$ cat src/rtl/core/shv_pkg.sv
// Shared types and constants of the stack height validator.
// No dependencies; imported by every module of the block but shv_fifo.
`default_nettype none

package shv_pkg;

  // Internal height width; heights saturate at the top of this range
  localparam int unsigned SHV_HW = 32;

  // Opcodes
  localparam logic [7:0] OP_PUSH_A = 8'd0;
  localparam logic [7:0] OP_PUSH_B = 8'd1;
  localparam logic [7:0] OP_PEEK   = 8'd2;
  localparam logic [7:0] OP_RET    = 8'd3;
  localparam logic [7:0] OP_POP_A  = 8'd4;
  localparam logic [7:0] OP_POP_B  = 8'd5;
  localparam logic [7:0] OP_BIN_A  = 8'd6;
  localparam logic [7:0] OP_BIN_B  = 8'd7;
  localparam logic [7:0] OP_IF     = 8'd8;
  localparam logic [7:0] OP_CALL   = 8'd9;
  localparam logic [7:0] OP_SCOPE  = 8'd10;
  localparam logic [7:0] OP_ELSE   = 8'd11;
  localparam logic [7:0] OP_END    = 8'd12;
  localparam logic [7:0] OP_NOP    = 8'd13;
  localparam logic [7:0] OP_HALT   = 8'd14;

  // Control frame kinds
  localparam logic KIND_BLOCK = 1'b0;
  localparam logic KIND_IF    = 1'b1;

  typedef enum logic [1:0] {
    REQ_START = 2'd0,
    REQ_INSTR = 2'd1,
    REQ_END   = 2'd2,
    REQ_NONE  = 2'd3
  } shv_req_e;

  typedef enum logic [2:0] {
    CLS_PLAIN = 3'd0,
    CLS_BLOCK = 3'd1,
    CLS_IF    = 3'd2,
    CLS_ELSE  = 3'd3,
    CLS_END   = 3'd4,
    CLS_RET   = 3'd5,
    CLS_BAD   = 3'd6
  } shv_cls_e;

  typedef enum logic [3:0] {
    ERR_NONE      = 4'd0,
    ERR_UNDERFLOW = 4'd1,
    ERR_ELSE      = 4'd2,
    ERR_END       = 4'd3,
    ERR_BLOCK_H   = 4'd4,
    ERR_IF_H      = 4'd5,
    ERR_UNCLOSED  = 4'd6,
    ERR_FINAL_H   = 4'd7,
    ERR_CTL_OVF   = 4'd8,
    ERR_BAD_OP    = 4'd9
  } shv_err_e;

  // Decoded item as it travels from the front to the back
  typedef struct packed {
    shv_req_e    req;
    shv_cls_e    cls;
    logic [16:0] need;  // operands required on the stack
    logic [15:0] sub;   // operands removed
    logic        inc;   // one operand added
  } shv_item_t;

  // One control stack frame
  typedef struct packed {
    logic              kind;
    logic [SHV_HW-1:0] entry_h;
    logic              entry_live;
    logic              then_seen;
    logic              then_live;
    logic [SHV_HW-1:0] then_h;
  } shv_frame_t;

endpackage

`default_nettype wire

$ cat src/rtl/core/shv_front.sv
// Front part: takes items from the input side and classifies each opcode.
// Depends on shv_pkg; feeds the decoupling queue.
`default_nettype none

module shv_front
  import shv_pkg::*;
(
  input  wire logic        push_i,
  input  wire logic        q_full_i,
  input  wire logic [1:0]  req_type_i,
  input  wire logic [7:0]  opcode_i,
  input  wire logic [15:0] arg_i,
  output logic             q_wr_o,
  output shv_item_t        q_item_o
);

  shv_req_e req;

  assign req = shv_req_e'(req_type_i);

  // Drop requests of unknown type; they have no effect
  assign q_wr_o = push_i && !q_full_i && (req != REQ_NONE);

  // Classify the opcode and its operand demand
  always_comb begin
    q_item_o      = '0;
    q_item_o.req  = req;
    q_item_o.cls  = CLS_PLAIN;
    q_item_o.need = 17'd0;
    q_item_o.sub  = 16'd0;
    q_item_o.inc  = 1'b0;
    unique case (opcode_i)
      OP_PUSH_A, OP_PUSH_B: q_item_o.inc = 1'b1;
      OP_PEEK:              q_item_o.need = 17'd1;
      OP_RET: begin
        q_item_o.cls  = CLS_RET;
        q_item_o.need = 17'd1;
      end
      OP_POP_A, OP_POP_B: begin
        q_item_o.need = 17'd1;
        q_item_o.sub  = 16'd1;
      end
      OP_BIN_A, OP_BIN_B: begin
        q_item_o.need = 17'd2;
        q_item_o.sub  = 16'd1;
      end
      OP_IF:    q_item_o.cls = CLS_IF;
      OP_CALL: begin
        q_item_o.need = {1'b0, arg_i} + 17'd1;
        q_item_o.sub  = arg_i;
      end
      OP_SCOPE: q_item_o.cls = CLS_BLOCK;
      OP_ELSE:  q_item_o.cls = CLS_ELSE;
      OP_END:   q_item_o.cls = CLS_END;
      OP_NOP, OP_HALT: q_item_o.cls = CLS_PLAIN;
      default:  q_item_o.cls = CLS_BAD;
    endcase
  end

endmodule

`default_nettype wire

$ cat config.mk
export PLATFORM = sky130hd
export DESIGN_NAME = shv_front
export DESIGN_NICKNAME = d
export VERILOG_FILES = /design/src/rtl/core/shv_pkg.sv /design/src/rtl/core/shv_front.sv
export SDC_FILE = /design/constraint.sdc
export NUM_CORES = 1
export LEC_CHECK = 0
export ABC_AREA = 1
export ABC_CLOCK_PERIOD_IN_PS = 900
export BUFFER_PORTS_ARGS = -buffer_cell sky130_fd_sc_hd__buf_2
export CAP_MARGIN = 25
export CORE_MARGIN = 2
export CORE_UTILIZATION = 40
export DETAILED_ROUTE_END_ITERATION = 10
export PLACE_DENSITY = 0.92
export SYNTH_ARGS = -nofsm -noshare
export SYNTH_HDL_FRONTEND = slang
export SYNTH_SLANG_ARGS = --single-unit
$ cat constraint.sdc
create_clock -name vclk -period 0.9
set_input_delay 0.045 -clock vclk [all_inputs]
set_output_delay 0.045 -clock vclk [all_outputs]
set_load 0.02 [all_outputs]
==> summary.txt, run 1 <==
status - did not finish
Stopped at - clock tree synthesis (4_1_cts)
Err - [ERROR DPL-0038] Utilization greater than 100%, impossible to legalize
boundary pin count - 68
Synth Instances - 153
Post-CTS Hold Buffers - 0
post_cts resized - 115
synth unique cells - 25
height of the die - 47.00 microns
row count - 15
post-DP HPWL - 2411 microns
Post-Syn Nets - 182
# Post-CTS Setup Buffers - 6
post-synthesis sequential area ratio - 0
Starting Density - 0.4283
die width - 47.00 microns
Syn Area/Cell - 4.833 sq um
Port Buffers - 68
Final Wtd Congestion - 0.8239
Synth warnings - 0
area of the mapped netlist - 739.5 sq um
kinds of logic after synthesis:
kind of cell    count (synthesis)  synth area share
simple gates                   96            0.5973
buf+inv                        36            0.2217
compound gates                 18            0.1404
xor+xnor                        2           0.02369
fa+ha+maj                       1           0.01692
stage by stage:
step	cells	setup WS, ps	area (sq um)	utilization	setup TNS, ps
after detailed placement	268	-410.5	1408	0.8152	-7950
after global placement	268	-342.9	1408	0.8152	-6984
after floorplan	153	-74.82	894.6	-	-1388
Yosys cell counts:
| master | count | area share |
|---|---|---|
| o31ai_1 | 1 | 0.010 |
| nor2_4 | 3 | 0.046 |
| buf_6 | 2 | 0.030 |
| inv_1 | 28 | 0.14 |
| ha_1 | 1 | 0.017 |
| buf_4 | 3 | 0.030 |
| nor2_1 | 40 | 0.20 |
| a31oi_1 | 1 | 0.0085 |
| nor3b_1 | 2 | 0.020 |
| inv_2 | 2 | 0.010 |
| nor2_8 | 1 | 0.027 |
| xor2_1 | 2 | 0.024 |
| inv_4 | 1 | 0.0085 |
| nor3_1 | 2 | 0.014 |
| o221ai_1 | 2 | 0.024 |
| nand3_2 | 1 | 0.014 |
| o211ai_1 | 1 | 0.010 |
| o21ai_1 | 3 | 0.020 |
| a21oi_1 | 5 | 0.034 |
| nand2_1 | 31 | 0.16 |
| nor2_2 | 2 | 0.017 |
| o21ai_0 | 5 | 0.034 |
| nand2_2 | 1 | 0.0085 |
| nand4_1 | 2 | 0.017 |
| nand3_1 | 11 | 0.074 |
==> run 2, diff against run 1 <==
--- a/config.mk
+++ b/config.mk
@@ -9,10 +9,10 @@
 export ABC_CLOCK_PERIOD_IN_PS = 900
 export BUFFER_PORTS_ARGS = -buffer_cell sky130_fd_sc_hd__buf_2
 export CAP_MARGIN = 25
-export CORE_MARGIN = 2
-export CORE_UTILIZATION = 40
+export CORE_AREA = 2 2 63 65
 export DETAILED_ROUTE_END_ITERATION = 10
-export PLACE_DENSITY = 0.92
+export DIE_AREA = 0 0 65 67
+export PLACE_DENSITY_LB_ADDON = 0.15
 export SYNTH_ARGS = -nofsm -noshare
 export SYNTH_HDL_FRONTEND = slang
 export SYNTH_SLANG_ARGS = --single-unit
==> summary.txt, run 2 <==
status - complete, but fails checks
failing checks - negative setup slack
CP cell instances - buf_6, inv_2, nor2_4, nand2_4, nor2_8, inv_12, nor3b_2, buf_4
clock buffer count - 0
RSZ-0062 raised after global routing - true
CP max-delay cell - nor2_8
worst vdd ir - 0.1483 mV
Internal Pwr Total - 0.0002220 W
Clock power frac - 0
Worst Setup End Kind - output port
vias per inst - 4.323
residual DRC count - 0
post-synthesis sequential area ratio - 0
Synth Instances - 153
Port Buffers - 68
main combinational cell family by area after synthesis - simple AND/OR/NAND/NOR gates
register share of total power - 0
Setup crit start kind - input port
Synth top cells by count - nor2_1, nand2_1, inv_1, nand3_1
share of cells above drive strength 1 - 0.6980
Final Slew Violations - 0
Max Freq - 890.6 MHz
initial antenna violation count - 0
WHS Path Cells - 2
Initial DRC Count - 22
die width - 65 microns
Syn Area/Cell - 4.833 sq um
Lkg Pwr - 1.028 nW
synth unique cells - 25
share of Yosys cell area claimed by the top area cell type - 0.2030
cell with the most instances after synthesis - nor2_1
core footprint - 3606 sq um
CP peak stage delay - 240 ps
register area - 0 sq um
Post-Syn Nets - 182
switch share - 0.5281
Compound-Gate Fraction of Synth Area - 0.1404
Synth Area in Simple Gates - 0.5973
final setup fails - 37
Tmin final - 1123 ps
Slew headroom - 0.8455
ANT nets after route - 0
Min-Delay Path Class - input port to output port
P_sw - 0.0002484 W
post-DP HPWL - 2383 microns
diode count - 0
wire length per cell - 10.53 microns
fin nets - 286
DR pass1 iterations - 4
XOR/XNOR share of the synthesized area - 0.02369
final wirelength - 3192 microns
first-pass GRT wire length - 5464 microns
MaxCap Viol Count - 0
Final Wtd Congestion - 0.8041
area of the mapped netlist - 739.5 sq um
Starting Density - 0.2051
die area - 4355 sq um
most frequent cells in the layout - buf_4, buf_6, inv_1
Synth warnings - 0
Critical Path AT - 1080 ps
row count - 22
final hold vios - 0
top post-synthesis cells by area - nor2_1, nand2_1, inv_1, nand3_1, nor2_4
utilization after layout - 0.5569
Synth Area in Adders - 0.01692
dpl ws - -432.1 ps
number of fill cells - 367
period utilization - 1.248
combinational power share - 1.000
final cell count without fillers - 303
vias in the first global route - 1328
required time of the critical path - 850 ps
area leader, netlist - nor2_1
boundary pin count - 68
Worst Max-Slew Pin Slew - 231.2 ps
largest net degree at the start of global routing - 20
Worst Hold Endpoint - q_item_o[38]
number of placed cells counting well taps - 294
final worst slack - -222.8 ps
grt ovf - 0
pwr dens - 234.2 nW/um^2
height of the die - 67 microns
crit path kind - input port to output port
hold_sp - req_type_i[1]
post-synthesis mux area share - 0
Total GRT Usage - 0.1531
via count - 1310
Crit Path Max Fanout - 19
seq_cells - 0
Syn-to-layout area delta - 171.6%
commonest non-fill, non-tap cell in the layout - buf_4
-- run 2: cell counts after synthesis --
No cell type changed its count.
-- run 2: cell type report --
type               instances  area (sq um)  share of cell area
well taps                 48         60.06             0.02991
repair buffers           106         902.1              0.4492
multi-input cells        118         914.6              0.4555
inverters                 31         131.4             0.06542
-- run 2: critical path, delay by kind of cell --
| kind | cells | cell delay [ps] |
|---|---|---|
| AND/OR/NAND/NOR | 4 | 640 |
| buffers and inverters | 4 | 390 |
-- run 2: worst max path at each step --
stage	startpoint	end	slack [ps]	cells after the start
5_1_grt	opcode_i[3]	q_item_o[19]	-270	8
6_report	opcode_i[3]	q_item_o[19]	-220	8
3_3_place_gp	arg_i[0]	q_item_o[29]	-400	8
2_1_floorplan	opcode_i[1]	q_item_o[26]	-70	7
4_1_cts	opcode_i[6]	q_item_o[28]	-220	8
3_5_place_dp	arg_i[0]	q_item_o[29]	-430	8
-- run 2: power groups by stage --
| stage | registers, W | clock network, W | logic, W |
|---|---|---|---|
| after floorplan | 0 | 0 | 0.000174 |
| after global placement | 0 | 0 | 0.000359 |
| after detailed placement | 0 | 0 | 0.000358 |
| after CTS | 0 | 0 | 0.000433 |
| after global routing | 0 | 0 | 0.000520 |
| final | 0 | 0 | 0.000470 |
-- run 2: cells by family (layout without fill, tap and decap cells) --
logic type	Yosys count	in the layout
simple gates	96	97
buf+inv	36	137
compound gates	18	18
xor+xnor	2	2
fa+ha+maj	1	1
-- run 2: timing repair --
item,in CTS,in global routing
resized for setup,97,37
hold buffers,0,0
setup buffers,4,4
pin swaps,19,10
gates cloned,1,0
endpoints found under the setup margin,37,37
-- run 2: stage by stage --
stage          area, sq um  setup TNS (ps)   power, W  hold slack [ps]
2_1_floorplan        894.6           -1388  0.0001742            161.7
3_3_place_gp          1471           -8153  0.0003588            325.3
3_5_place_dp          1471           -8654  0.0003584            324.4
4_1_cts               1839           -5269  0.0004325            324.4
5_1_grt               2008           -7018  0.0005200            332.3
6_report              2008           -4945  0.0004704            322.9
-- run 2: layer usage --
layer	global-route usage	routed length [microns]
met4	0.005319	0
met2	0.3183	1787
met3	0.02196	208
met1	0.1692	1197
met5	0	0
No activity file was read; power rests on OpenSTA's default activity.
==> run 3, diff against run 2 <==
--- a/config.mk
+++ b/config.mk
@@ -13,6 +13,7 @@
 export DETAILED_ROUTE_END_ITERATION = 10
 export DIE_AREA = 0 0 65 67
 export PLACE_DENSITY_LB_ADDON = 0.15
+export SETUP_SLACK_MARGIN = 0.1
 export SYNTH_ARGS = -nofsm -noshare
 export SYNTH_HDL_FRONTEND = slang
 export SYNTH_SLANG_ARGS = --single-unit
==> summary.txt, run 3 (synthesized netlist as in run 2, its figures left out) <==
first-pass GRT wire length - 5589 microns
P_sw - 0.0002802 W
ANT nets after route - 0
Tmin final - 1084 ps
MaxCap Viol Count - 0
Worst Max-Slew Pin Slew - 268.7 ps
final wirelength - 3326 microns
WHS Path Cells - 2
CP peak stage delay - 210 ps
required time of the critical path - 850 ps
final worst slack - -183.7 ps
combinational power share - 1.000
CP top delay family - buffers and inverters
status - complete, but fails checks
register share of total power - 0
Worst Path Buf+Inv - 5
most frequent CP cell - buf_6
Initial DRC Count - 32
Setup crit start kind - input port
Internal Pwr Total - 0.0002325 W
seq_cells - 0
Critical Path AT - 1040 ps
Max Freq - 922.8 MHz
Total GRT Usage - 0.1580
die width - 65 microns
most frequent cells in the layout - buf_6, buf_4, nor2_4
vias per inst - 4.329
final instance area - 2236 sq um
Syn-to-layout area delta - 202.4%
Starting Density - 0.2051
Clock power frac - 0
wire length per cell - 10.83 microns
hold_sp - req_type_i[0]
CP cell instances - buf_8, inv_4, nor2_4, nand2_4, nor2_8, buf_6, buf_6, nand2_4, o21ai_2, buf_6
register area - 0 sq um
dpl ws - -306.4 ps
worst vdd ir - 0.1600 mV
Min-Delay Path Class - input port to output port
crit path kind - input port to output port
final setup fails - 36
final setup TNS - -4886 ps
share of cells above drive strength 1 - 0.7336
CP Depth - 10
largest net degree at the start of global routing - 9
Lkg Pwr - 1.069 nW
Post-DP Area - 1692 sq um
Worst Hold Endpoint - q_item_o[37]
residual DRC count - 0
die area - 4355 sq um
Crit Path Max Fanout - 5
Final Slew Violations - 0
post-DP HPWL - 2445 microns
clock buffer count - 0
Worst Setup End Kind - output port
Slew headroom - 0.8202
number of fill cells - 348
Final Wtd Congestion - 0.8151
row count - 22
initial antenna violation count - 0
RSZ-0062 raised after global routing - true
vias in the first global route - 1348
failing checks - negative setup slack
diode count - 0
period utilization - 1.204
CP max-delay cell - nor2_8
WHS - 324.6 ps
height of the die - 67 microns
pwr dens - 229.3 nW/um^2
DR pass1 iterations - 4
via count - 1329
number of placed cells counting well taps - 305
boundary pin count - 68
commonest non-fill, non-tap cell in the layout - buf_6
Post-CTS Hold Buffers - 0
final hold vios - 0
final cell count without fillers - 307
core footprint - 3606 sq um
Port Buffers - 68
switch share - 0.5465
grt ovf - 0
fin nets - 290
==> run 3: metal layers <==
metal,vias to the layer above,GRT usage,part of all wire
li1,690,-,-
met1,607,0.1740,0.38
met2,30,0.3389,0.58
met3,2,0.006757,0.038
met4,0,0.01064,0.0081
met5,-,0,0
==> run 3: area by class of cell <==
cell class	instances	area, sq um	area share
Tap cell	48	60.06	0.02686
Inverter	31	138.9	0.06212
Multi-Input combinational cell	117	1045	0.4673
Timing Repair Buffer	111	992.2	0.4438
==> run 3: power groups by stage <==
| stage | Combinational (W) | Clock, W | Sequential (W) |
|---|---|---|---|
| 2_1_floorplan | 0.000206 | 0 | 0 |
| 3_3_place_gp | 0.000400 | 0 | 0 |
| 3_5_place_dp | 0.000400 | 0 | 0 |
| 4_1_cts | 0.000480 | 0 | 0 |
| 5_1_grt | 0.000557 | 0 | 0 |
| 6_report | 0.000513 | 0 | 0 |
==> run 3: worst max-delay path by stage <==
stage / from / end / slack, ps
2_1_floorplan: opcode_i[1] / q_item_o[31] / 0.4
5_1_grt: arg_i[0] / q_item_o[31] / -260
6_report: opcode_i[0] / q_item_o[18] / -180
4_1_cts: arg_i[2] / q_item_o[32] / -200
3_3_place_gp: arg_i[0] / q_item_o[31] / -290
3_5_place_dp: arg_i[0] / q_item_o[31] / -310
==> run 3: metrics by stage <==
| stage | total power [W] | utilization |
|---|---|---|
| 2_1_floorplan | 0.0002060 | - |
| 3_3_place_gp | 0.0003998 | 0.4691 |
| 3_5_place_dp | 0.0004001 | 0.4691 |
| 4_1_cts | 0.0004805 | 0.5878 |
| 5_1_grt | 0.0005571 | 0.6201 |
| 6_report | 0.0005127 | 0.6201 |
==> run 3: what timing repair did <==
action / in CTS / in global routing
endpoints found under the setup margin: 37 / 37
pin swaps: 19 / 16
buffers inserted: 1 / 1
gates resized for setup: 123 / 28
==> run 4, diff against run 3 <==
--- a/config.mk
+++ b/config.mk
@@ -9,9 +9,11 @@
 export ABC_CLOCK_PERIOD_IN_PS = 900
 export BUFFER_PORTS_ARGS = -buffer_cell sky130_fd_sc_hd__buf_2
 export CAP_MARGIN = 25
-export CORE_AREA = 2 2 63 65
+export CELL_PAD_IN_SITES_DETAIL_PLACEMENT = 1
+export CELL_PAD_IN_SITES_GLOBAL_PLACEMENT = 2
+export CORE_MARGIN = 2
+export CORE_UTILIZATION = 16
 export DETAILED_ROUTE_END_ITERATION = 10
-export DIE_AREA = 0 0 65 67
 export PLACE_DENSITY_LB_ADDON = 0.15
 export SETUP_SLACK_MARGIN = 0.1
 export SYNTH_ARGS = -nofsm -noshare
==> summary.txt, run 4 (synthesized netlist as in run 2, its figures left out) <==
status - complete, but fails checks
failing checks - negative setup slack
Port Buffers - 68
CP peak stage delay - 240 ps
DR pass1 iterations - 2
pwr dens - 235.2 nW/um^2
final wirelength - 4342 microns
Post-Route M1 WL - 1730 microns
wire length on met3 - 211 microns
switch share - 0.5450
Final Wtd Congestion - 0.8156
Slew headroom - 0.7739
Internal Pwr Total - 0.0002505 W
most frequent cells in the layout - buf_6, buf_4, nor2_4
WHS - 322.5 ps
combinational power share - 1.000
met2 wire len - 2367 microns
MaxCap Viol Count - 0
die area - 5181 sq um
Crit Path Max Fanout - 6
area of the multi-input gates - 1047 sq um
Starting Density - 0.1675
period utilization - 1.261
required time of the critical path - 850 ps
Worst Setup End Kind - output port
crit path launch - arg_i[0]
Worst Max-Slew Pin Slew - 337.6 ps
worst vdd ir - 0.1524 mV
via count - 1406
initial antenna violation count - 0
Initial DRC Count - 17
core footprint - 4414 sq um
Setup crit start kind - input port
Clock power frac - 0
Tmin final - 1135 ps
commonest non-fill, non-tap cell in the layout - buf_6
Lkg Pwr - 1.115 nW
Total GRT Usage - 0.1637
register share of total power - 0
vias in the first global route - 1545
post-DP HPWL - 3097 microns
wire length per cell - 13.70 microns
height of the die - 71.98 microns
Power Total - 0.0005505 W
residual DRC count - 0
number of fill cells - 552
Max Freq - 881.0 MHz
final setup TNS - -5201 ps
hold_sp - req_type_i[1]
final setup fails - 37
final hold vios - 0
row count - 24
fin nets - 296
boundary pin count - 68
ANT nets after route - 0
largest net degree at the start of global routing - 10
register area - 0 sq um
final worst slack - -235.0 ps
Syn-to-layout area delta - 216.6%
share of cells above drive strength 1 - 0.7623
Worst Hold Endpoint - q_item_o[38]
seq_cells - 0
crit path kind - input port to output port
diode count - 0
Min-Delay Path Class - input port to output port
clock buffer count - 0
die width - 71.98 microns
first-pass GRT wire length - 7072 microns
Highest Signal Layer - met4
CP max-delay cell - nor2_4
WHS Path Cells - 2
grt ovf - 0
vias per inst - 4.435
CP cell instances - buf_8, ha_4, nand2_4, nor2_4, nand2_2, nor2_4, nand2_2, nand2_2, nor2_4, buf_6
Critical Path AT - 1090 ps
P_sw - 0.0003000 W
Post-CTS Hold Buffers - 0
Final Slew Violations - 0
RSZ-0062 raised after global routing - true
-- run 4: cell count changes in the layout (fill, tap and decap cells not counted), sizes merged --
cell / change
inv: +2
buf: +4
-- run 4: critical path, delay by kind of cell --
kind / cells / cell delay [ps]
buffers and inverters: 2 / 200
adder cells (fa/ha/maj): 1 / 140
AND/OR/NAND/NOR: 7 / 700
-- run 4: layout make-up --
| cell class | count | share of cell area |
|---|---|---|
| Inverter | 31 | 0.06040 |
| Timing Repair Buffer | 115 | 0.4548 |
| Timing Repair inverter | 2 | 0.009621 |
| Multi-Input combinational cell | 117 | 0.4474 |
| Tap cell | 52 | 0.02779 |
-- run 4: timing repair --
action / 4_1_cts / 5_1_grt
pin swaps: 28 / 10
cloned: 2 / 0
setup buffers: 10 / 6
setup endpoints to repair: 37 / 37
resized for setup: 141 / 28
-- run 4: power by group through the flow --
stage               Sequential, W  Combinational (W)  Clock, W
floorplan                       0           0.000206         0
finish                          0           0.000551         0
global placement                0           0.000393         0
global route                    0           0.000593         0
detailed placement              0           0.000409         0
CTS                             0           0.000512         0
-- run 4: per-layer routing --
layer,vias up,global-route usage
met5,-,0
met4,0,0.01048
met3,2,0.008333
met2,43,0.3169
met1,661,0.2074
li1,700,-
-- run 4: worst max-delay path by stage --
stage,endpoint,slack [ps],cells past startpoint
2_1_floorplan,q_item_o[31],0.4,7
3_3_place_gp,q_item_o[31],-310,10
3_5_place_dp,q_item_o[31],-350,10
4_1_cts,q_item_o[31],-220,10
5_1_grt,q_item_o[31],-320,10
6_report,q_item_o[31],-240,10
-- run 4: metrics by stage --
step | utilization | setup slack (ps) | instances | area (sq um)
finish | 0.5303 | -235.0 | 317 | 2341
global route | 0.5303 | -317.3 | 317 | 2341
CTS | 0.5014 | -222.8 | 313 | 2213
detailed placement | 0.3696 | -349.1 | 302 | 1632
global placement | 0.3696 | -307.4 | 302 | 1632
floorplan | - | 0.4099 | 153 | 1032
