--- src/rtl/core/shv_fifo.sv ---
// Two-entry queue with independent write and read sides.
// No package dependencies; used between front and back and on the result side.
`default_nettype none

module shv_fifo #(
  parameter int unsigned WIDTH = 8
) (
  input  wire logic             clk_i,
  input  wire logic             rst_ni,
  input  wire logic             wr_i,
  input  wire logic [WIDTH-1:0] wdata_i,
  output logic                  full_o,
  input  wire logic             rd_i,
  output logic [WIDTH-1:0]      rdata_o,
  output logic                  empty_o
);

  logic [WIDTH-1:0] mem_q [2];
  logic             wp_q, wp_d, rp_q, rp_d;
  logic [1:0]       cnt_q, cnt_d;
  logic             do_wr, do_rd;

  assign full_o  = (cnt_q == 2'd2);
  assign empty_o = (cnt_q == 2'd0);
  assign do_wr   = wr_i && !full_o;
  assign do_rd   = rd_i && !empty_o;
  assign rdata_o = mem_q[rp_q];

  // Advance pointers and fill count
  always_comb begin
    wp_d  = do_wr ? !wp_q : wp_q;
    rp_d  = do_rd ? !rp_q : rp_q;
    cnt_d = cnt_q;
    if (do_wr && !do_rd) begin
      cnt_d = cnt_q + 2'd1;
    end else if (do_rd && !do_wr) begin
      cnt_d = cnt_q - 2'd1;
    end
  end

  always_ff @(posedge clk_i or negedge rst_ni) begin
    if (!rst_ni) begin
      wp_q  <= 1'b0;
      rp_q  <= 1'b0;
      cnt_q <= 2'd0;
    end else begin
      wp_q  <= wp_d;
      rp_q  <= rp_d;
      cnt_q <= cnt_d;
    end
  end

  // Hold entries
  always_ff @(posedge clk_i) begin
    if (do_wr) begin
      mem_q[wp_q] <= wdata_i;
    end
  end

endmodule

`default_nettype wire

--- config.mk ---
export PLATFORM = sky130hd
export DESIGN_NAME = shv_fifo
export DESIGN_NICKNAME = d
export VERILOG_FILES = /design/src/rtl/core/shv_fifo.sv
export SDC_FILE = /design/constraint.sdc
export NUM_CORES = 1
export LEC_CHECK = 0
export BUFFER_PORTS_ARGS = -buffer_cell sky130_fd_sc_hd__clkbuf_2
export CORE_MARGIN = 2
export CORE_UTILIZATION = 50
export CTS_BUF_LIST = sky130_fd_sc_hd__clkbuf_2 sky130_fd_sc_hd__clkbuf_4 sky130_fd_sc_hd__clkbuf_8
export DETAILED_ROUTE_END_ITERATION = 8
export GPL_TIMING_DRIVEN = 0
export PLACE_DENSITY = 0.77
export SYNTH_ARGS = -nofsm -noshare
export SYNTH_HDL_FRONTEND = slang
export SYNTH_SLANG_ARGS = --single-unit
--- constraint.sdc ---
create_clock -name clk_i -period 4.24 [get_ports clk_i]
set_input_delay 0.848 -clock clk_i [delete_from_list [all_inputs] [get_ports clk_i]]
set_output_delay 0.848 -clock clk_i [all_outputs]
set_load 0.005 [all_outputs]
**Yosys cells after proc, flatten, opt, wreduce, memory -nomap -nowiden**

Memories as Yosys holds them, arrays and structs flattened.
Index checks and enable logic that the tools add are counted.
W data, S select, Z words.

- Register bits after elaboration: 4
- Bits in latches: 0
- Memory bits (writable): 16
- Bits in read-only memories: 0
- Bits of input ports: 12
- Logic and storage cells: 23
- Memories: 1

Memory list:

| memory | depth | bits a word | rd ports | clocked after memory_dff | write ports | line | RTL |
|---|---|---|---|---|---|---|---|
| mem_q | 2 | 8 | 1 | 0 | 1 | 18 | `logic [WIDTH-1:0] mem_q [2];` |

- Add/subtract/negate cells: 2
- Multipliers: 0
- Div/mod/pow operators: 0
- $lt $le $gt $ge: 0
- Equal/unequal tests: 1
- Shift operators: 0
- Muxes and demuxes: 4
- Bitwise gates (word level): 0
- Reduce and logical (&&, ||, !) cells: 12

Operators by type and width:

| operator | count |
|---|---|
| $logic_not A1 Y1 | 6 |
| $logic_and A1 B1 Y1 | 4 |
| $mux W2 | 2 |
| $add A2 B1 Y2 const B | 1 |
| $eq A2 B2 Y1 const B | 1 |
| $logic_not A2 Y1 | 1 |
| $mux W1 | 2 |
| $reduce_bool A2 Y1 | 1 |
| $sub A2 B1 Y2 const B | 1 |

**Longest topological paths before layout**

Gate-level depths: netlist of run 1.

- Depth after elaboration: 7
- Depth in mapped cells: 7
- Depth with buffers taken out: 7

**Least setup slack after synthesis of run 1**

No wires, ideal clock.

- Path type: flip-flop to output port
- Start: register rp_q
- End: output rdata_o[5]
- Data arrival time: 0.841 ns
- Required time: 3.392 ns
- Slack: 2.551 ns
- Cell stages (with the launch flop): 3
- Path through: dfrtp_1 > buf_2 > mux2_2

- Word-level cells in the longest chain between the ends: 1

Ends and longest elaborated chain:

| item | line | RTL |
|---|---|---|
| start: declaration | 19 | `logic wp_q, wp_d, rp_q, rp_d;` |
| start signal: assignment | 48 | `rp_q <= rp_d;` |
| $mem_v2 Z2 W8 | - |  |
| end: declaration | 14 | `output logic [WIDTH-1:0] rdata_o,` |

Every way passes these cells.

**Worst setup path in the final report of run 1**

- Start: register rp_q
- End: output rdata_o[1]

The elaborated chain is that of the path after synthesis.

==> impl_results.md, run 1 <==
* Maxcap violations at 0
* Vias per inst at roughly 5.1
* Critical Setup Path Class: flip-flop to output pin
* Initial DRC count at 3
* Worst r2r dst: mem_q[0][4]
* Critical path fanouts, max at 9
* Share of the synthesized area in the top cell type at 0.614
* Maximum clock rate at roughly 0.46 GHz
* Remaining DRCs at 0
* Avg Inst Size Synth at 17.8 um^2
* CTS buffer count at 3
* RSZ-0062 raised after global routing: no
* Postcts setup bufs at 0
* Htree depth at 1
* Syn_nets at 57
* TNS Setup at 0 ns
* WP data required at 3.39 ns
* Reg-to-reg slack, setup at 2.62 ns
* Layout Skew at 0.000906 ns
* Worst Path Arrival at 1.34 ns
* Worst-skew pair later-pin latency at 0.29 ns
* Hold buffers post-CTS at 0
* CTS tree: built
* FP Rows at 14
* Initial antenna violation count at 0
* CTS max path bufs at 2
* Top cells by count, synth: 16 x edfxtp_1, 6 x mux2_1, 4 x dfrtp_1
* Total Routed Length at between 1000 and 1500 um
* Worst-Margin Slew at 0.671 ns
* Post-CTS sizing at 0
* Setup violators final at 0
* Starting Density at 0.525
* P_leak at around 0.40 nW
* All-Layer GR Usage at 0.149
* Layout cells sized above 1 at 0.420
* Worst r2r src: cnt_q[0]
* Chip Width at around 44 um
* Full die area at 1900 um^2
* Fin crit period at 2.18 ns
* DRT Pass-1 Iters at 2
* I/O pin count at 22
* Cells after synthesis at 44
* Clk slew on worst S/H paths at 0.10 ns
* GR Overflow Total at 0
* Wire per inst at 13.4 um
* Final Hold Viols at 0
* Final #Nets at 83
* Slowest CP cell: mux2_1
* Count of cell types in the netlist at 15
* Vias in the first global route at 447
* Synthesized area at 782 um^2
* Routability cong. at 0.630
* Synth Register Bits at 20
* Die Ht at 43.5 um
* Most frequent cell after synthesis: edfxtp_1
* Tcrit/Tclk final at 0.515
* CP Cell Sequence: buf_2 > mux2_1 > clkbuf_2
* Largest net degree at the start of global routing at 12
* First-pass GRT wire length at ~1900 um
* Crit-path max cell delay at 0.36 ns
* CTS Sinks at 20
* Filler instances at 113
* VDD IR max at 0.000329 V
* Core Area at 1490 um^2
* Hold Crit Class: primary input to asynchronous set/reset pin
* Post-route ant nets at 0
* Vias at 431
* Antenna cells at 0
* Yosys Warn Count at 0
* Crit end category: output pin
* Leading area contributor after synthesis: edfxtp_1
* Register area at just under 600 um^2
* Detailed placement HPWL at 861 um
* Ranking of synthesized cells by area: edfxtp_1 61%, dfrtp_1 13%, mux2_1 8.6%
* Worst hold slack at between 0.3 and 0.4 ns
* Layout area overhead at 19.4%
* Status: complete, no violations
* FFs w/ async S/R, synth at 0.200
* Max-slew violations at 0
* Dominant synthesized flop cell: edfxtp_1
* Worst setup SP type: flip-flop
* Worst reg-to-reg path cell count at 3
* Pwr dens at between 600 and 700 nW/um^2
* Post-synthesis sequential area ratio at 0.742
* Slew headroom at 0.551
* Root Driver: clkbuf_4
* Area of the multi-input gates at 189 um^2
* Port buffer count at 21
* Post-synth EDFFs at 16
critical path: cells and delay by family (launching register included):
family / cells / cell delay, ns
buf+inv: 2 / 0.35
flops: 1 / 0.34
mux: 1 / 0.36
report_power, final:
group / total, W / internal, W / switching, W
Clock: 0.0000879 / 0.0000343 / 0.0000535
Combinational: 0.000203 / 0.000103 / 0.0000995
Sequential: 0.000303 / 0.000275 / 0.0000285
placed cells by master, fill, tap and decap left out:
cell type,Yosys,final
dfrtp_1,4,4
nand2b_1,1,1
nor2_1,3,3
nand2_2,1,1
ha_1,1,1
mux2_1,6,6
clkinv_1,0,1
buf_2,1,1
inv_1,2,2
o21ai_1,1,1
xnor2_1,2,2
xor2_1,2,2
mux2_2,2,2
clkbuf_2,0,21
xnor2_2,1,1
and3_1,1,1
clkbuf_4,0,3
edfxtp_1,16,16
state kept, by name, summed over array words and instances, names as in the netlist:
name	count
mem_q	16
cnt_q	2
rp_q	1
wp_q	1
how the worst max path moves through the flow:
stage / slack, ns / startpoint / depth (start not counted) / to
2_1_floorplan: 2.55 / rp_q / 2 / rdata_o[5]
3_3_place_gp: 2.33 / wr_i / 3 / mem_q[0][0]
3_5_place_dp: 2.28 / wr_i / 3 / mem_q[0][0]
4_1_cts: 2.03 / rp_q / 3 / rdata_o[1]
5_1_grt: 1.99 / rp_q / 3 / rdata_o[5]
6_report: 2.06 / rp_q / 3 / rdata_o[1]
routing by layer:
metal  part of all wire  track usage  vias up  wire length, um
met4              0.034        0.109        0               39
met5                  0            0        -                0
met1               0.39        0.156      199              445
met2               0.53        0.262       16              598
met3              0.049       0.0292        5               56
li1                   -            -      211                -
cell type report:
cell class | count | share of cell area
repair buffers | 21 | 0.113
plain buffers | 1 | 0.00536
inverters | 2 | 0.00804
clock buffers | 3 | 0.0241
multi-input cells | 21 | 0.202
flip-flops and latches | 20 | 0.622
well taps | 16 | 0.0214
clock inverters | 1 | 0.00402
kinds of logic after synthesis:
family	after synthesis	synth area share
buffers and inverters	3	0.0160
AOI/OAI and AO/OA	1	0.00639
muxes	8	0.115
xor gates and xnor gates	5	0.0656
and+or+nand+nor	6	0.0384
adders and majority gates	1	0.0160
DFF	20	0.742
metrics by stage:
| stage | util | instances | power, W | cell area [um^2] | setup slack (ns) |
|---|---|---|---|---|---|
| final | 0.627 | 85 | 0.000594 | 933 | 2.06 |
| after global routing | 0.627 | 85 | 0.000637 | 933 | 1.99 |
| after CTS | 0.627 | 85 | 0.000606 | 933 | 2.03 |
| after detailed placement | 0.609 | 81 | 0.000515 | 907 | 2.28 |
| after global placement | 0.609 | 81 | 0.000502 | 907 | 2.33 |
| after floorplan | - | 44 | 0.000437 | 782 | 2.55 |
(Power assumes the default switching activity.)
==> run 2, diff against run 1 <==
--- a/config.mk
+++ b/config.mk
@@ -5,13 +5,14 @@
 export SDC_FILE = /design/constraint.sdc
 export NUM_CORES = 1
 export LEC_CHECK = 0
+export ABC_AREA = 1
 export BUFFER_PORTS_ARGS = -buffer_cell sky130_fd_sc_hd__clkbuf_2
 export CORE_MARGIN = 2
-export CORE_UTILIZATION = 50
+export CORE_UTILIZATION = 47
 export CTS_BUF_LIST = sky130_fd_sc_hd__clkbuf_2 sky130_fd_sc_hd__clkbuf_4 sky130_fd_sc_hd__clkbuf_8
 export DETAILED_ROUTE_END_ITERATION = 8
 export GPL_TIMING_DRIVEN = 0
-export PLACE_DENSITY = 0.77
+export PLACE_DENSITY = 0.76
 export SYNTH_ARGS = -nofsm -noshare
 export SYNTH_HDL_FRONTEND = slang
 export SYNTH_SLANG_ARGS = --single-unit
==> constraint.sdc (replaced) <==
create_clock -name clk_i -period 1.9 [get_ports clk_i]
set_input_delay 0.38 -clock clk_i [delete_from_list [all_inputs] [get_ports clk_i]]
set_output_delay 0.38 -clock clk_i [all_outputs]
set_load 0.005 [all_outputs]
==> impl_results.md, run 2 <==
* Worst hold slack at 0.273 ns (was 0.337 ns)
* VDD IR max at 0.000783 V (was 0.000329 V)
* CTS tree: built (unchanged)
* Fin crit period at 1.62 ns
* Biggest regs: mem_q: 16 flops, cnt_q: 2 flops (unchanged)
* DRT Pass-1 Iters at 4 (was 2)
* FP Rows at 14 (unchanged)
* Htree depth at 1 (unchanged)
* Sequential Power Share at 0.478 (was 0.511)
* Max-slew violations at 0 (unchanged)
* Internal power at 0.000905 W (was 0.000412 W)
* Setup violators final at 0 (unchanged)
* Full die area at 2070 um^2 (was 1900 um^2)
* CTS buffer count at 3 (unchanged)
* Synthesized area at 810 um^2 (was 782 um^2)
* Post-route ant nets at 0 (unchanged)
* I/O pin count at 22 (unchanged)
* Syn_nets at 86 (was 57)
* Critical path fanouts, max at 10 (was 9)
* Core Area at 1560 um^2 (was 1490 um^2)
* Total Routed Length at 1340 um (was 1140 um)
* Pwr dens at 1420 nW/um^2 (was 636 nW/um^2)
* Slew headroom at 0.544 (was 0.551)
* Post-CTS sizing at 0 (unchanged)
* Detailed placement HPWL at 969 um (was 861 um)
* First-pass GRT wire length at 2020 um (was 1920 um)
* GR Overflow Total at 0 (unchanged)
* Vias in the first global route at 517 (was 447)
* TNS Setup at 0 ns (unchanged)
* Remaining DRCs at 0 (unchanged)
* Top cells by count, synth: 33 x nand2_1, 16 x edfxtp_1, 7 x inv_1 (was 16 x edfxtp_1, 6 x mux2_1, 4 x dfrtp_1)
* Clock share of power at 0.154 (was 0.148)
* Chip Width at 45.5 um (was 43.5 um)
* All-Layer GR Usage at 0.144 (was 0.149)
* Combinational share of power at 0.367 (was 0.341)
* Port buffer count at 21 (unchanged)
* Final Hold Viols at 0 (unchanged)
* Hold Crit Class: primary input to flip-flop (was primary input to asynchronous set/reset pin)
* Filler instances at 131 (was 113)
* P_leak at 0.474 nW (was 0.397 nW)
* Most frequent cell after synthesis: nand2_1 (was edfxtp_1)
* Root Driver: clkbuf_4 (unchanged)
* Layout cells sized above 1 at 0.293 (was 0.420)
* Worst Path Arrival at 1.24 ns (was 1.34 ns)
* Status: complete, no violations (unchanged)
* WP data required at 1.52 ns (was 3.39 ns)
* Initial antenna violation count at 0 (unchanged)
* Maximum clock rate at 0.618 GHz
* Worst-Margin Slew at 0.681 ns (was 0.671 ns)
* Avg Inst Size Synth at 11.1 um^2 (was 17.8 um^2)
* Share of the synthesized area in the top cell type at 0.594 (was 0.614)
* Crit end category: output pin (unchanged)
* Cells after synthesis at 73 (was 44)
* Maxcap violations at 0 (unchanged)
* Final #Nets at 113 (was 83)
* Starting Density at 0.519 (was 0.525)
* Commonest non-fill, non-tap cell in the layout: nand2_1 (was clkbuf_2)
* Clk slew on worst S/H paths at 0.10 ns (about the same)
* Layout area overhead at 20.4% (was 19.4%)
* Count of cell types in the netlist at 14 (was 15)
* Post-synth EDFFs at 16 (unchanged)
* RSZ-0062 raised after global routing: no (unchanged)
* Largest net degree at the start of global routing at 12 (unchanged)
* Synth Register Bits at 20 (unchanged)
* Tcrit/Tclk final at 0.851
* Leading area contributor after synthesis: edfxtp_1 (unchanged)
* Ranking of synthesized cells by area: edfxtp_1 59%, nand2_1 15%, dfrtp_1 12% (was edfxtp_1 61%, dfrtp_1 13%, mux2_1 8.6%)
* Commonest cells after routing, fill and taps aside: 33 x nand2_1, 21 x clkbuf_2, 16 x edfxtp_1 (was 21 x clkbuf_2, 16 x edfxtp_1, 6 x mux2_1)
* Worst setup SP type: flip-flop (unchanged)
* Wire per inst at 11.6 um (was 13.4 um)
* Die Ht at 45.5 um (was 43.5 um)
* Initial DRC count at 14 (was 3)
* Net Sw Frac at 0.347 (was 0.306)
* Critical Setup Path Class: flip-flop to output pin (unchanged)
* CTS Sinks at 20 (unchanged)
* Post-synthesis sequential area ratio at 0.717 (was 0.742)
* Biggest register: mem_q (unchanged)
* Routability cong. at 0.819 (was 0.630)
* Layout Skew at 0.00230 ns (was 0.000906 ns)
* Vias at 587 (was 431)
* Psw at 0.000482 W (was 0.000182 W)
* Register area at 581 um^2 (unchanged)
* Max reg flops at 16 (unchanged)
* Vias per inst at 5.10 (was 5.07)
* Yosys Warn Count at 0 (unchanged)
* CTS max path bufs at 2 (unchanged)
* Worst-skew pair later-pin latency at 0.29 ns (about the same)
* Dominant synthesized flop cell: edfxtp_1 (unchanged)
* Antenna cells at 0 (unchanged)
* Area of the multi-input gates at 194 um^2 (was 189 um^2)
* FFs w/ async S/R, synth at 0.200 (unchanged)
[run 2: timing repair]
action,4_1_cts,5_1_grt
buffers inserted,0,0
endpoints found under the hold margin,4,0
hold buffers,1,0
[run 2: metrics by stage]
stage / worst slack [ns] / power (W) / cell area (um^2) / util / instances
final: 0.282 / 0.00139 / 975 / 0.625 / 115
after global routing: 0.201 / 0.00150 / 975 / 0.625 / 115
after CTS: 0.273 / 0.00140 / 975 / 0.625 / 115
after detailed placement: 0.328 / 0.00119 / 935 / 0.600 / 110
after global placement: 0.343 / 0.00116 / 935 / 0.600 / 110
after floorplan: 0.578 / 0.000989 / 810 / - / 73
[run 2: cell families after synthesis]
kind of cell	share of synthesized area
xor+xnor	0.0108
fa+ha+maj	0.0155
simple gates	0.201
compound gates	0.0124
buf+inv	0.0433
flops	0.717
[run 2: metal layers]
metal	track usage	part of all wire
met5	0	0
met4	0.0706	0
met3	0.0476	0.055
met2	0.248	0.51
met1	0.156	0.43
[run 2: cell type report]
type,instances,share of cell area
Sequential cell,20,0.596
Multi-Input combinational cell,44,0.199
Timing Repair Buffer,22,0.118
Clock buffer,4,0.0308
Inverter,8,0.0308
Tap cell,16,0.0205
Buffer,1,0.00513
[run 2: worst max-delay path, cell delays in order (launching register included)]
cell and delay [ns]:
dfrtp_1 0.37, buf_2 0.18, inv_2 0.16, nand2_1 0.07
nand2_1 0.06, clkbuf_2 0.11
[run 2: worst paths after layout]
kind | startpoint | end | slack [ns] | depth (start not counted)
worst max register to register | cnt_q[1] | mem_q[1][7] | 0.34 | 3
worst min-delay path | wdata_i[1] | mem_q[0][1] | 0.27 | 1
min in group asynchronous | rst_ni | cnt_q[0] | 0.42 | 2
worst max-delay path | rp_q | rdata_o[3] | 0.28 | 5
max in group asynchronous | rst_ni | rp_q | 1.35 | 2
worst min register to register | wp_q | wp_q | 0.50 | 2
[run 2: power by group through the flow]
stage	Sequential [W]	Clock [W]	Combinational [W]
after floorplan	0.000661	0	0.000328
after global placement	0.000667	0	0.000497
after detailed placement	0.000672	0	0.000518
after CTS	0.000663	0.000217	0.000521
after global routing	0.000673	0.000233	0.000593
final	0.000663	0.000214	0.000510
==> run 3, diff against run 2 <==
--- a/config.mk
+++ b/config.mk
@@ -5,7 +5,6 @@
 export SDC_FILE = /design/constraint.sdc
 export NUM_CORES = 1
 export LEC_CHECK = 0
-export ABC_AREA = 1
 export BUFFER_PORTS_ARGS = -buffer_cell sky130_fd_sc_hd__clkbuf_2
 export CORE_MARGIN = 2
 export CORE_UTILIZATION = 47
==> constraint.sdc (replaced) <==
create_clock -name clk_i -period 1.9 [get_ports clk_i]
set_input_delay 0.095 -clock clk_i [delete_from_list [all_inputs] [get_ports clk_i]]
set_output_delay 0.095 -clock clk_i [all_outputs]
set_load 0.005 [all_outputs]
==> impl_results.md, run 3 (same netlist as run 1, synthesis figures left out) <==
* Htree depth at 1 (unchanged)
* CP Depth at 3 (was 5)
* CTS Sinks at 20 (unchanged)
* Vias at 452 (was 587)
* Maxcap violations at 0 (unchanged)
* Antenna cells at 0 (unchanged)
* P_leak at 0.433 nW (was 0.474 nW)
* Worst reg-to-reg path cell count at 3 (unchanged)
* Routability cong. at 0.626 (was 0.819)
* Crit-path max cell delay at 0.54 ns (was 0.37 ns)
* Dpl cells at 81 (was 110)
* Starting Density at 0.507 (was 0.519)
* Critical path fanouts, max at 8 (was 10)
* Vias in the first global route at 415 (was 517)
* All-Layer GR Usage at 0.127 (was 0.144)
* Final Hold Viols at 2 (was 0)
* Setup violators final at 0 (unchanged)
* GR Overflow Total at 0 (unchanged)
* Slowest CP cell: nor2_1 (was dfrtp_1)
* Max-slew violations at 0 (unchanged)
* Initial DRC count at 4 (was 14)
* Final #Nets at 91 (was 113)
* DRT Pass-1 Iters at 3 (was 4)
* Chip Width at 44.8 um (was 45.5 um)
* Tcrit/Tclk final at 0.861 (was 0.851)
* Hold Crit Depth at 1 (unchanged)
* Max reg flops at 16 (unchanged)
* TNS Setup at 0 ns (unchanged)
* Worst hold slack at -0.00303 ns (was 0.273 ns)
* First-pass GRT wire length at 1740 um (was 2020 um)
* Worst Path Arrival at 1.56 ns (was 1.24 ns)
* Commonest cells after routing, fill and taps aside: 21 x clkbuf_2, 16 x edfxtp_1, 8 x dlygate4sd3_1 (was 33 x nand2_1, 21 x clkbuf_2, 16 x edfxtp_1)
* RSZ-0062 raised after global routing: no (unchanged)
* Crit end category: flip-flop (was output pin)
* Worst setup SP type: flip-flop (unchanged)
* CTS tree: built (unchanged)
* Final core utilization at 0.660 (was 0.625)
* FP Rows at 14 (unchanged)
* CTS max path bufs at 2 (unchanged)
* Top delay family on crit path: simple AND/OR/NAND/NOR gates (was buffers and inverters)
* Hold Crit Class: primary input to flip-flop (unchanged)
* Layout area overhead at 30.1% (was 20.4%)
* Largest net degree at the start of global routing at 12 (unchanged)
* Port buffer count at 21 (unchanged)
* Layout Skew at 0.00280 ns (was 0.00230 ns)
* Full die area at 2010 um^2 (was 2070 um^2)
* Pwr dens at 1320 nW/um^2 (was 1420 nW/um^2)
* Vias per inst at 4.86 (was 5.10)
* Total Routed Length at 1100 um (was 1340 um)
* Biggest register: mem_q (unchanged)
* CP Cell Sequence: nand2b_1 > nand2_2 > nor2_1 (was buf_2 > inv_2 > nand2_1 > nand2_1 > clkbuf_2)
* Fin crit period at 1.64 ns (was 1.62 ns)
* Post-route ant nets at 0 (unchanged)
* Commonest non-fill, non-tap cell in the layout: clkbuf_2 (was nand2_1)
* Clk slew on worst S/H paths at 0.10 ns (about the same)
* Buf/Inv on CP at 0 (was 3)
* Die Ht at 44.8 um (was 45.5 um)
* Worst-Margin Slew at 0.694 ns (was 0.681 ns)
* VDD IR max at 0.000742 V (was 0.000783 V)
* I/O pin count at 22 (unchanged)
* Detailed placement HPWL at 762 um (was 969 um)
* Core Area at 1540 um^2 (was 1560 um^2)
* Maximum clock rate at 0.612 GHz (was 0.618 GHz)
* Worst-skew pair later-pin latency at 0.29 ns (about the same)
* Layout cells sized above 1 at 0.390 (was 0.293)
* Initial antenna violation count at 0 (unchanged)
* Remaining DRCs at 0 (unchanged)
* Critical Setup Path Class: flip-flop to flip-flop (was flip-flop to output pin)
* Root Driver: clkbuf_4 (unchanged)
* Wire per inst at 11.8 um (was 11.6 um)
* Biggest regs: mem_q: 16 flops, cnt_q: 2 flops (unchanged)
* Violated checks: hold timing
* Slew headroom at 0.536 (was 0.544)
* Tot Pwr at 0.00134 W (was 0.00139 W)
* Post-Layout Cell Count at 93 (was 115)
* WP data required at 1.83 ns (was 1.52 ns)
* CTS buffer count at 3 (unchanged)
* Status: finished with violations (was complete, no violations)
==> run 3: cell types whose count changed in the layout (fill, tap and decap cells not counted), moves of 2 or more <==
cell           before  now
nand2_1            33    0
xor2_1              0    2
dlygate4sd3_1       1    8
nor2_2              2    0
mux2_1              0    6
inv_1               7    2
mux2_2              0    2
o21ai_0             2    0
==> run 3: path summary, 6_finish.rpt <==
path	to	start	slack, ns
worst max register to register	mem_q[0][5]	cnt_q[0]	0.26
max in group asynchronous	wp_q	rst_ni	1.65
worst min-delay path	mem_q[0][7]	wdata_i[7]	-0.003
worst max-delay path	mem_q[0][5]	cnt_q[0]	0.26
min in group asynchronous	cnt_q[0]	rst_ni	0.14
worst min register to register	cnt_q[1]	cnt_q[1]	0.53
==> run 3: repair_timing <==
action,in CTS,in global routing
setup buffers,0,0
resized for setup,0,0
hold endpoints to repair,18,0
hold buffers,8,0
endpoints found under the setup margin,0,0
==> run 3: report_power, final <==
| part | total [W] | internal [W] | switching (W) |
|---|---|---|---|
| combinational | 0.000462 | 0.000241 | 0.000221 |
| clock | 0.000210 | 0.0000958 | 0.000114 |
| sequential | 0.000672 | 0.000613 | 0.0000590 |
| total | 0.00134 | 0.000949 | 0.000394 |
==> run 3: metrics by stage <==
stage          setup slack (ns)  instance area, um^2
5_1_grt                   0.126                 1020
4_1_cts                   0.221                 1020
3_5_place_dp              0.235                  907
2_1_floorplan             0.508                  782
3_3_place_gp              0.275                  907
6_report                  0.265                 1020
==> run 3: metal layers <==
metal  vias up  global-route usage  part of all wire
met5         -                   0                 0
li1        224                   -                 -
met1       212               0.146              0.45
met3         2              0.0240             0.046
met2        14               0.214              0.49
met4         0              0.0882             0.017
==> run 3: area by class of cell <==
| cell class | instances | area [um^2] |
|---|---|---|
| well taps | 16 | 20.0 |
| repair buffers | 29 | 185 |
| fillers | 121 | 524 |
| flip-flops and latches | 20 | 581 |
| plain buffers | 1 | 5.00 |
| multi-input cells | 21 | 189 |
| inverters | 2 | 7.51 |
| clock buffers | 4 | 30.0 |
==> run 3: worst reg2reg max path, stage by stage, from the launching register on <==
cell,delay [ns]
dfrtp_1,0.45
nand2b_1,0.19
nand2_2,0.10
nor2_1,0.54
